===== src/hw/rtl/efd_pkg.sv =====
// Shared types, codes and CRC helpers for the escaped frame decoder.
`timescale 1ns / 1ps
package efd_pkg;

  localparam logic [1:0] REG_START  = 2'd0;
  localparam logic [1:0] REG_END    = 2'd1;
  localparam logic [1:0] REG_ESCAPE = 2'd2;

  localparam logic [7:0] START_RESET  = 8'h01;
  localparam logic [7:0] END_RESET    = 8'h04;
  localparam logic [7:0] ESCAPE_RESET = 8'h10;

  localparam logic KIND_PAYLOAD = 1'b0;
  localparam logic KIND_REPORT  = 1'b1;

  localparam logic [1:0] ST_GOOD    = 2'd0;
  localparam logic [1:0] ST_CRC_BAD = 2'd1;
  localparam logic [1:0] ST_SHORT   = 2'd2;
  localparam logic [1:0] ST_OVERRUN = 2'd3;

  localparam logic [5:0] LEN_MAX = 6'd63;

  typedef enum logic [1:0] {
    CMD_DATA,
    CMD_END,
    CMD_OVR
  } cmd_kind_e;

  typedef struct packed {
    cmd_kind_e  kind;
    logic [7:0] data;
  } cmd_t;

  localparam logic [15:0] NIB_TAB [16] = '{
    16'h0000, 16'h1021, 16'h2042, 16'h3063, 16'h4084, 16'h50a5, 16'h60c6, 16'h70e7,
    16'h8108, 16'h9129, 16'ha14a, 16'hb16b, 16'hc18c, 16'hd1ad, 16'he1ce, 16'hf1ef
  };

  function automatic logic [15:0] crc_nibble(logic [15:0] c, logic [3:0] nib);
    logic [3:0] k;
    k = c[15:12] ^ nib;
    return NIB_TAB[k] ^ {c[11:0], 4'h0};
  endfunction

  function automatic logic [15:0] crc_byte(logic [15:0] c, logic [7:0] b);
    logic [15:0] t;
    t = crc_nibble(c, b[7:4]);
    return crc_nibble(t, b[3:0]);
  endfunction

endpackage


===== src/hw/rtl/efd_front.sv =====
// Front end: frame tracking, escape handling and command issue per raw item.
`timescale 1ns / 1ps
module efd_front #(
  parameter int MAX_RAW_FRAME = 64
) (
  input  logic          clk_i,
  input  logic          rst_ni,
  input  logic          accept_i,
  input  logic [7:0]    rx_byte_i,
  input  logic [7:0]    start_code_i,
  input  logic [7:0]    end_code_i,
  input  logic [7:0]    escape_code_i,
  output logic          push_o,
  output efd_pkg::cmd_t cmd_o
);
  import efd_pkg::*;

  localparam logic [6:0] RawLimit = 7'(MAX_RAW_FRAME - 1);

  logic       in_frame_q, in_frame_d;
  logic       esc_q, esc_d;
  logic [6:0] raw_q, raw_d;

  always_comb begin
    in_frame_d = in_frame_q;
    esc_d      = esc_q;
    raw_d      = raw_q;
    push_o     = 1'b0;
    cmd_o.kind = CMD_DATA;
    cmd_o.data = rx_byte_i;
    if (accept_i) begin
      if (!in_frame_q) begin
        if (rx_byte_i == start_code_i) begin
          in_frame_d = 1'b1;
          esc_d      = 1'b0;
          raw_d      = 7'd1;
        end
      end else if (!esc_q && rx_byte_i == end_code_i) begin
        push_o     = 1'b1;
        cmd_o.kind = CMD_END;
        in_frame_d = 1'b0;
        esc_d      = 1'b0;
        raw_d      = '0;
      end else if (raw_q >= RawLimit) begin
        push_o     = 1'b1;
        cmd_o.kind = CMD_OVR;
        in_frame_d = 1'b0;
        esc_d      = 1'b0;
        raw_d      = '0;
      end else begin
        raw_d = raw_q + 7'd1;
        if (!esc_q && rx_byte_i == escape_code_i) begin
          esc_d = 1'b1;
        end else begin
          esc_d  = 1'b0;
          push_o = 1'b1;
        end
      end
    end
  end

  always_ff @(posedge clk_i or negedge rst_ni) begin
    if (!rst_ni) begin
      in_frame_q <= 1'b0;
      esc_q      <= 1'b0;
      raw_q      <= '0;
    end else begin
      in_frame_q <= in_frame_d;
      esc_q      <= esc_d;
      raw_q      <= raw_d;
    end
  end

endmodule


===== src/hw/rtl/efd_cmd_fifo.sv =====
// Two-entry command queue between the front end and the back end.
`timescale 1ns / 1ps
module efd_cmd_fifo (
  input  logic          clk_i,
  input  logic          rst_ni,
  input  logic          push_i,
  input  efd_pkg::cmd_t cmd_i,
  input  logic          pop_i,
  output efd_pkg::cmd_t cmd_o,
  output logic          empty_o,
  output logic          full_o
);
  import efd_pkg::*;

  cmd_t       mem_q [2];
  logic       wr_ptr_q, rd_ptr_q;
  logic [1:0] count_q, count_d;

  assign empty_o = (count_q == 2'd0);
  assign full_o  = (count_q == 2'd2);
  assign cmd_o   = mem_q[rd_ptr_q];

  always_comb begin
    count_d = count_q;
    if (push_i && !pop_i) count_d = count_q + 2'd1;
    else if (!push_i && pop_i) count_d = count_q - 2'd1;
  end

  always_ff @(posedge clk_i) begin
    if (push_i) mem_q[wr_ptr_q] <= cmd_i;
  end

  always_ff @(posedge clk_i or negedge rst_ni) begin
    if (!rst_ni) begin
      wr_ptr_q <= 1'b0;
      rd_ptr_q <= 1'b0;
      count_q  <= '0;
    end else begin
      if (push_i) wr_ptr_q <= ~wr_ptr_q;
      if (pop_i)  rd_ptr_q <= ~rd_ptr_q;
      count_q <= count_d;
    end
  end

endmodule


===== src/hw/rtl/efd_back.sv =====
// Back end: two-byte CRC hold, running CRC, length count and output register.
`timescale 1ns / 1ps
module efd_back (
  input  logic          clk_i,
  input  logic          rst_ni,
  input  logic          avail_i,
  input  efd_pkg::cmd_t cmd_i,
  output logic          pop_o,
  output logic          out_valid_o,
  input  logic          out_ready_i,
  output logic          result_kind_o,
  output logic [7:0]    payload_byte_o,
  output logic [1:0]    frame_status_o,
  output logic [5:0]    payload_length_o
);
  import efd_pkg::*;

  logic [7:0]  hold0_q, hold0_d, hold1_q, hold1_d;
  logic [1:0]  fill_q, fill_d;
  logic [15:0] crc_q, crc_d;
  logic [5:0]  count_q, count_d;

  logic        vld_q, vld_d;
  logic        kind_q, kind_d;
  logic [7:0]  byte_q, byte_d;
  logic [1:0]  status_q, status_d;
  logic [5:0]  len_q, len_d;

  assign pop_o = avail_i && (!vld_q || out_ready_i);

  always_comb begin
    hold0_d  = hold0_q;
    hold1_d  = hold1_q;
    fill_d   = fill_q;
    crc_d    = crc_q;
    count_d  = count_q;
    vld_d    = vld_q && !out_ready_i;
    kind_d   = kind_q;
    byte_d   = byte_q;
    status_d = status_q;
    len_d    = len_q;
    if (pop_o) begin
      unique case (cmd_i.kind)
        CMD_DATA: begin
          if (fill_q == 2'd0) begin
            hold0_d = cmd_i.data;
            fill_d  = 2'd1;
          end else if (fill_q == 2'd1) begin
            hold1_d = cmd_i.data;
            fill_d  = 2'd2;
          end else begin
            hold0_d  = hold1_q;
            hold1_d  = cmd_i.data;
            crc_d    = crc_byte(crc_q, hold0_q);
            if (count_q != LEN_MAX) count_d = count_q + 6'd1;
            vld_d    = 1'b1;
            kind_d   = KIND_PAYLOAD;
            byte_d   = hold0_q;
            status_d = ST_GOOD;
            len_d    = '0;
          end
        end
        CMD_END, CMD_OVR: begin
          vld_d  = 1'b1;
          kind_d = KIND_REPORT;
          byte_d = '0;
          len_d  = count_q;
          if (cmd_i.kind == CMD_OVR) begin
            status_d = ST_OVERRUN;
          end else if (fill_q != 2'd2) begin
            status_d = ST_SHORT;
            len_d    = '0;
          end else if ({hold1_q, hold0_q} == crc_q) begin
            status_d = ST_GOOD;
          end else begin
            status_d = ST_CRC_BAD;
          end
          hold0_d = '0;
          hold1_d = '0;
          fill_d  = '0;
          crc_d   = '0;
          count_d = '0;
        end
        default: ;
      endcase
    end
  end

  always_ff @(posedge clk_i or negedge rst_ni) begin
    if (!rst_ni) begin
      hold0_q <= '0;
      hold1_q <= '0;
      fill_q  <= '0;
      crc_q   <= '0;
      count_q <= '0;
      vld_q   <= 1'b0;
    end else begin
      hold0_q <= hold0_d;
      hold1_q <= hold1_d;
      fill_q  <= fill_d;
      crc_q   <= crc_d;
      count_q <= count_d;
      vld_q   <= vld_d;
    end
  end

  always_ff @(posedge clk_i) begin
    kind_q   <= kind_d;
    byte_q   <= byte_d;
    status_q <= status_d;
    len_q    <= len_d;
  end

  assign out_valid_o      = vld_q;
  assign result_kind_o    = kind_q;
  assign payload_byte_o   = byte_q;
  assign frame_status_o   = status_q;
  assign payload_length_o = len_q;

`ifndef SYNTHESIS
  a_fill_range: assert property (@(posedge clk_i) disable iff (!rst_ni)
    fill_q != 2'd3)
    else $error("hold fill out of range");

  a_report_clears: assert property (@(posedge clk_i) disable iff (!rst_ni)
    (pop_o && (cmd_i.kind == CMD_END || cmd_i.kind == CMD_OVR))
      |=> (fill_q == 2'd0 && count_q == 6'd0 && crc_q == 16'd0))
    else $error("frame state not cleared after report");

  a_payload_needs_full_hold: assert property (@(posedge clk_i) disable iff (!rst_ni)
    (pop_o && cmd_i.kind == CMD_DATA && fill_q != 2'd2) |=> !vld_q)
    else $error("payload emitted before hold filled");

  a_payload_fields_zero: assert property (@(posedge clk_i) disable iff (!rst_ni)
    (vld_q && kind_q == KIND_PAYLOAD) |-> (status_q == ST_GOOD && len_q == 6'd0))
    else $error("payload item carries report fields");
`endif

endmodule


===== src/hw/rtl/escaped_frame_decoder_crc16_top.sv =====
// Top level of the escaped frame decoder with CRC-16 check.
`timescale 1ns / 1ps
// Usage:
//   s_axis: one raw link byte per item in s_axis_tdata_i[7:0].
//   m_axis: one result per item. tuser = result_kind (0 payload byte,
//     1 end of frame report); tdata = payload_byte, frame_status, payload_length.
//   APB: start code at 0x0, end code at 0x4, escape code at 0x8; write only
//     while the block is idle. pready is always high.
//   Payload bytes leave two bytes behind the input (the CRC hold) and are
//   emitted before the frame check; the report follows the end code.
// Timing:
//   Throughput one item per cycle while m_axis_tready_i keeps the output moving.
//   A result reaches the output register through a two-entry command queue that
//   separates the classifying front end from the CRC back end.
// Reset: codes return to 0x01/0x04/0x10, the decoder is idle, queue and
//   output register empty.
// Stall: when m_axis_tready_i is low the output register holds; the queue
//   absorbs two more commands, then s_axis_tready_o drops.
module escaped_frame_decoder_crc16_top #(
  parameter int MAX_RAW_FRAME = 64
) (
  input  logic        clk_i,
  input  logic        rst_ni,
  input  logic        s_axis_tvalid_i,
  output logic        s_axis_tready_o,
  input  logic [7:0]  s_axis_tdata_i,   // [7:0] rx_byte
  output logic        m_axis_tvalid_o,
  input  logic        m_axis_tready_i,
  output logic [15:0] m_axis_tdata_o,   // [7:0] payload_byte, [9:8] frame_status,
                                        // [15:10] payload_length
  output logic [0:0]  m_axis_tuser_o,   // [0] result_kind
  input  logic        psel_i,
  input  logic        penable_i,
  input  logic        pwrite_i,
  input  logic [3:0]  paddr_i,
  input  logic [31:0] pwdata_i,
  output logic [31:0] prdata_o,
  output logic        pready_o
);
  import efd_pkg::*;

  logic [7:0] start_q, end_q, escape_q;
  logic       cfg_wr;
  logic [1:0] reg_idx;

  logic       accept, push, pop, empty, full;
  cmd_t       front_cmd, fifo_cmd;

  logic       kind;
  logic [7:0] payload_byte;
  logic [1:0] frame_status;
  logic [5:0] payload_length;

  assign pready_o = 1'b1;
  assign reg_idx  = paddr_i[3:2];
  assign cfg_wr   = psel_i && penable_i && pwrite_i;

  always_ff @(posedge clk_i or negedge rst_ni) begin
    if (!rst_ni) begin
      start_q  <= START_RESET;
      end_q    <= END_RESET;
      escape_q <= ESCAPE_RESET;
    end else if (cfg_wr) begin
      unique case (reg_idx)
        REG_START:  start_q  <= pwdata_i[7:0];
        REG_END:    end_q    <= pwdata_i[7:0];
        REG_ESCAPE: escape_q <= pwdata_i[7:0];
        default: ;
      endcase
    end
  end

  always_comb begin
    unique case (reg_idx)
      REG_START:  prdata_o = {24'd0, start_q};
      REG_END:    prdata_o = {24'd0, end_q};
      REG_ESCAPE: prdata_o = {24'd0, escape_q};
      default:    prdata_o = '0;
    endcase
  end

  assign s_axis_tready_o = !full;
  assign accept          = s_axis_tvalid_i && !full;

  efd_front #(
    .MAX_RAW_FRAME(MAX_RAW_FRAME)
  ) u_front (
    .clk_i         (clk_i),
    .rst_ni        (rst_ni),
    .accept_i      (accept),
    .rx_byte_i     (s_axis_tdata_i),
    .start_code_i  (start_q),
    .end_code_i    (end_q),
    .escape_code_i (escape_q),
    .push_o        (push),
    .cmd_o         (front_cmd)
  );

  efd_cmd_fifo u_fifo (
    .clk_i   (clk_i),
    .rst_ni  (rst_ni),
    .push_i  (push),
    .cmd_i   (front_cmd),
    .pop_i   (pop),
    .cmd_o   (fifo_cmd),
    .empty_o (empty),
    .full_o  (full)
  );

  efd_back u_back (
    .clk_i            (clk_i),
    .rst_ni           (rst_ni),
    .avail_i          (!empty),
    .cmd_i            (fifo_cmd),
    .pop_o            (pop),
    .out_valid_o      (m_axis_tvalid_o),
    .out_ready_i      (m_axis_tready_i),
    .result_kind_o    (kind),
    .payload_byte_o   (payload_byte),
    .frame_status_o   (frame_status),
    .payload_length_o (payload_length)
  );

  assign m_axis_tuser_o = kind;
  assign m_axis_tdata_o = {payload_length, frame_status, payload_byte};

endmodule

===== config.mk =====
export PLATFORM = sky130hd
export DESIGN_NAME = escaped_frame_decoder_crc16_top
export DESIGN_NICKNAME = d
export VERILOG_FILES = /design/src/hw/rtl/efd_pkg.sv /design/src/hw/rtl/efd_front.sv /design/src/hw/rtl/efd_cmd_fifo.sv /design/src/hw/rtl/efd_back.sv /design/src/hw/rtl/escaped_frame_decoder_crc16_top.sv
export SDC_FILE = /design/constraint.sdc
export NUM_CORES = 1
export LEC_CHECK = 0
export BUFFER_PORTS_ARGS = -buffer_cell sky130_fd_sc_hd__buf_4
export CAP_MARGIN = 20
export CORE_ASPECT_RATIO = 1.25
export CORE_MARGIN = 2
export CORE_UTILIZATION = 40
export DETAILED_ROUTE_END_ITERATION = 8
export PLACE_DENSITY_LB_ADDON = 0.25
export SETUP_SLACK_MARGIN = 0.15
export SYNTH_ARGS = -nofsm -noshare
export SYNTH_HDL_FRONTEND = slang
export SYNTH_SLANG_ARGS = --single-unit

===== constraint.sdc =====
create_clock -name clk_i -period 2.7 [get_ports clk_i]
set_input_delay 0 -clock clk_i [delete_from_list [all_inputs] [get_ports clk_i]]
set_output_delay 0 -clock clk_i [all_outputs]
set_load 0.01 [all_outputs]

==> results.txt <==
----------------------------------------------------
[Route]
  Residual antenna-violating net count after detailed routing ... 0
  Iteration-0 DRC Markers ... 67
  Total iterations of the first detailed-routing run ... 4
  Final routed wire length divided by cell count ... 14.4 um
  Vias per Instance ... 4.88
  DRC Markers ... 0
  Vias ... 3804
  Sum of routed wire length over all layers ... 11.2 mm

[Floorplan]
  DIE WIDTH ... 112 um
  Starting density of the core ... 40.7%
  Std-Cell Core Area ... 0.0143 mm^2
  Die height ... 139 um
  Number of rows in the core area ... 49
  I/O pin total ... 103
  Total die area ... 0.0156 mm^2

[Yosys]
  Share of async-settable or async-resettable flops after synthesis ... 67.8%
  Post-synthesis instance area ... 0.00584 mm^2
  Number of distinct library cell variants in the gate-level netlist after synthesis ... 48
  Instance count of the mapped netlist ... 509
  Mean post-synth cell area ... 11.5 um^2
  Primary flip-flop cell chosen by synthesis mapping ... dfrtp_1
  Sequential-to-total area share from yosys stat ... 52.5%
  #FFs+latches synth ... 115
  Yosys warning count ... 0
  Number of enable flip-flop cells after synthesis ... 37

[Power and ir drop]
  Seq pwr share ... 35.7%
  Internal portion of total power ... 5500 uW
  Leakage Power ... 0.00313 uW
  Pwr dens ... 1140 mW/mm^2
  IR drop worst, VDD ... 0.496 mV
  Share of power burned in combinational logic ... 34.1%
  Net switching power ... 2730 uW
  Power share of the clock group ... 30.2%
  Switching share of power ... 33.2%
  Power Total ... 8240 uW

[Timing]
  Setup clock skew after layout ... 0.00738 ns
  Period Utilization, post-route ... 84.1%
  Max transition margin ... 46.1%
  Fmax ... 0.440 GHz
  Setup TNS ... 0 ns
  Final critical path time including I/O delays and setup ... 2.27 ns
  Setup violators final ... 0
  Max-slew violations ... 0
  Unrepaired setup endpoints after global routing ... false
  Tightest Pin Transition ... 0.805 ns
  Hold violation total from the final report ... 0

[Clocking]
  Number of levels in the clock H-tree ... 4
  Root buffer cell ... clkbuf_16
  Number of buffers created by CTS ... 17
  CTS clk-pin slew, worst paths ... 0.05 ns
  Number of sinks on the clock net ... 115
  Clk_lat worst skew ... 0.42 ns
  TritonCTS clock tree ... built
  Max Root-Sink Buffers ... 2

[Status]
  Outcome ... completed

[Finish]
  Finished Layout Cells ... 779
  Final net count ... 645
  Post-layout utilization of the core ... 50.1%
  Diode insertion count for antenna repair ... 0
  Proportion of layout cells with a drive suffix above 1 ... 22.0%
  Area added between synthesis and finish ... 23.2%

[Worst setup path]
  Crit-path cells ... mux2i_1, inv_1, ha_1, inv_1, o211ai_1, or2_1, buf_4, nor2_2, a22o_1
  Maximum fanout count along the critical path ... 21
  Category of the critical setup timing path ... reg -> reg
  Crit path required time ... 3.05 ns
  Top cell by count, worst path ... inv_1
  CP max stage delay ... 0.39 ns
  Endpoint class of the critical path ... flop
  Critical-path cell with the highest stage delay ... dfrtp_1
  Arrival time reported for the critical path endpoint ... 2.62 ns
  Setup crit start kind ... flop

[Placement]
  Weighted congestion at the end of routability-driven global placement ... 0.819
  Total half-perimeter wirelength after legalization and detailed placement ... 7.90 mm
  Port Buffers ... 51
  Placed Cells incl. Taps ... 727

[Global route]
  Total gr overflow ... 0
  First-pass GRT wire length ... 19.1 mm
  Via count of the first global-routing pass ... 3863
  GRT Util Overall ... 15.5%
  Number of antenna violations at the first check in global routing ... 0
  Maximum number of pins on one net before global-route repair ... 79

[Job]
  Maximum capacitance violations ... 0

[Worst hold path]
  Class of the most critical hold timing path ... in -> reg

----------------------------------------------------
-- power by group through the flow --
stage          clock, uW  sequential, uW  combinational (uW)
6_report            2480            2940                2810
5_1_grt             2590            3030                3160
4_1_cts             2530            2950                2850
3_5_place_dp           0            2960                2820
3_3_place_gp           0            2940                2740
2_1_floorplan          0            2910                2080
-- final cells by class --
| cell class | instances | area, um^2 |
|---|---|---|
| clock buffers | 19 | 443 |
| clock inverters | 13 | 211 |
| fillers | 1326 | 7150 |
| inverters | 11 | 41.3 |
| multi-input cells | 366 | 2560 |
| flip-flops and latches | 115 | 3070 |
| well taps | 178 | 223 |
| repair buffers | 77 | 646 |
-- metal layers --
| layer | GRT usage [%] | part of all wire [%] | vias up |
|---|---|---|---|
| li1 | - | - | 1889 |
| met1 | 18.5 | 43 | 1816 |
| met2 | 26.1 | 51 | 81 |
| met3 | 3.89 | 3.8 | 18 |
| met4 | 7.51 | 2.3 | 0 |
| met5 | 0 | 0 | - |
-- layout by cell type (no fill, tap or decap), types with 6 or more instances in the layout --
cell	n
nor2b_1	16
o31ai_1	12
nor3_1	6
nand2_1	42
bufinv_16	6
dlygate4sd3_1	19
o21ai_0	21
mux2i_1	18
edfxtp_1	37
xnor2_1	26
nand2b_1	6
conb_1	25
nand3_1	8
xor2_1	43
inv_1	11
nand4_1	9
mux2_2	32
nor2_1	28
dfrtp_1	75
a22o_1	8
a21oi_1	18
buf_4	57
ha_1	6
clkbuf_16	17
and2_1	9
-- Yosys cell counts, types with 3 or more instances --
cell | n | area share [%]
buf_4 | 26 | 3.3
o221ai_1 | 3 | 0.45
dfrtp_1 | 75 | 32
a21oi_1 | 18 | 1.5
xnor2_1 | 26 | 3.9
buf_2 | 7 | 0.60
nand2b_1 | 6 | 0.64
nor2b_1 | 16 | 1.7
nor4_1 | 3 | 0.32
a22o_1 | 8 | 1.2
nand4_1 | 9 | 0.96
ha_1 | 6 | 1.3
dfstp_2 | 3 | 1.3
o31ai_1 | 12 | 1.5
clkbuf_1 | 3 | 0.19
inv_1 | 11 | 0.71
mux2i_1 | 18 | 3.1
nand2_1 | 42 | 2.7
and2_1 | 9 | 0.96
nor2_1 | 28 | 1.8
edfxtp_1 | 37 | 19
o21ai_0 | 21 | 1.8
buf_1 | 4 | 0.26
xor2_1 | 43 | 6.4
mux2_2 | 32 | 6.2
nand3_1 | 8 | 0.69
nor3_1 | 6 | 0.51
-- timing repair --
action / CTS / global route
resized for setup: 0 / 0
setup buffers: 0 / 0
hold buffers: 18 / 1
endpoints found under the hold margin: 116 / 7
-- logic make-up (layout without fill, tap and decap cells) --
logic type	Yosys count	in the layout	share of synthesized area [%]
AO/OA/AOI/OAI	80	80	9.58
adder cells (fa/ha/maj)	6	6	1.29
AND/OR/NAND/NOR	136	136	11.8
XOR/XNOR	69	69	10.3
multiplexers	50	50	9.25
flip-flops	115	115	52.5
buffers and inverters	51	120	5.10
other	2	25	0.129
-- worst paths after layout --
check	startpoint	endpoint	slack (ns)	cells past startpoint
max	u_fifo.rd_ptr_q	u_back.crc_q[14]	0.43	9
min	s_axis_tvalid_i	u_front.in_frame_q	0.09	4
max reg2reg	u_fifo.rd_ptr_q	u_back.crc_q[14]	0.43	9
min reg2reg	u_fifo.wr_ptr_q	u_fifo.wr_ptr_q	0.49	1
max in group asynchronous	rst_ni	start_q[0]	1.60	4
min in group asynchronous	rst_ni	u_back.crc_q[10]	0.49	3
-- critical path, delay by kind of cell (launching register included) --
| family | cells | cell delay [ns] |
|---|---|---|
| and+or+nand+nor | 2 | 0.56 |
| DFF | 1 | 0.39 |
| AOI/OAI and AO/OA | 2 | 0.36 |
| buffers and inverters | 3 | 0.34 |
| muxes | 1 | 0.33 |
| adders and majority gates | 1 | 0.21 |
-- state kept, by name, indices dropped and copies added (netlist names), 2 cells and up --
| name | cells |
|---|---|
| end_q | 8 |
| escape_q | 8 |
| start_q | 8 |
| u_back.count_q | 6 |
| u_back.crc_q | 16 |
| u_back.fill_q | 2 |
| u_back.frame_status_o | 2 |
| u_back.hold0_q | 8 |
| u_back.hold1_q | 8 |
| u_back.payload_byte_o | 8 |
| u_back.payload_length_o | 6 |
| u_fifo.count_q | 2 |
| u_fifo.mem_q | 20 |
| u_front.raw_q | 7 |
-- through the flow --
step / worst slack [ns] / area [um^2] / hold slack (ns)
6_report: 0.430 / 7190 / 0.0883
5_1_grt: 0.156 / 7190 / 0.105
4_1_cts: 0.419 / 7160 / 0.0710
3_5_place_dp: 0.419 / 6320 / 0.236
3_3_place_gp: 0.475 / 6320 / 0.235
2_1_floorplan: 0.261 / 5930 / -0.296
Power figures use the tool's default switching activity.
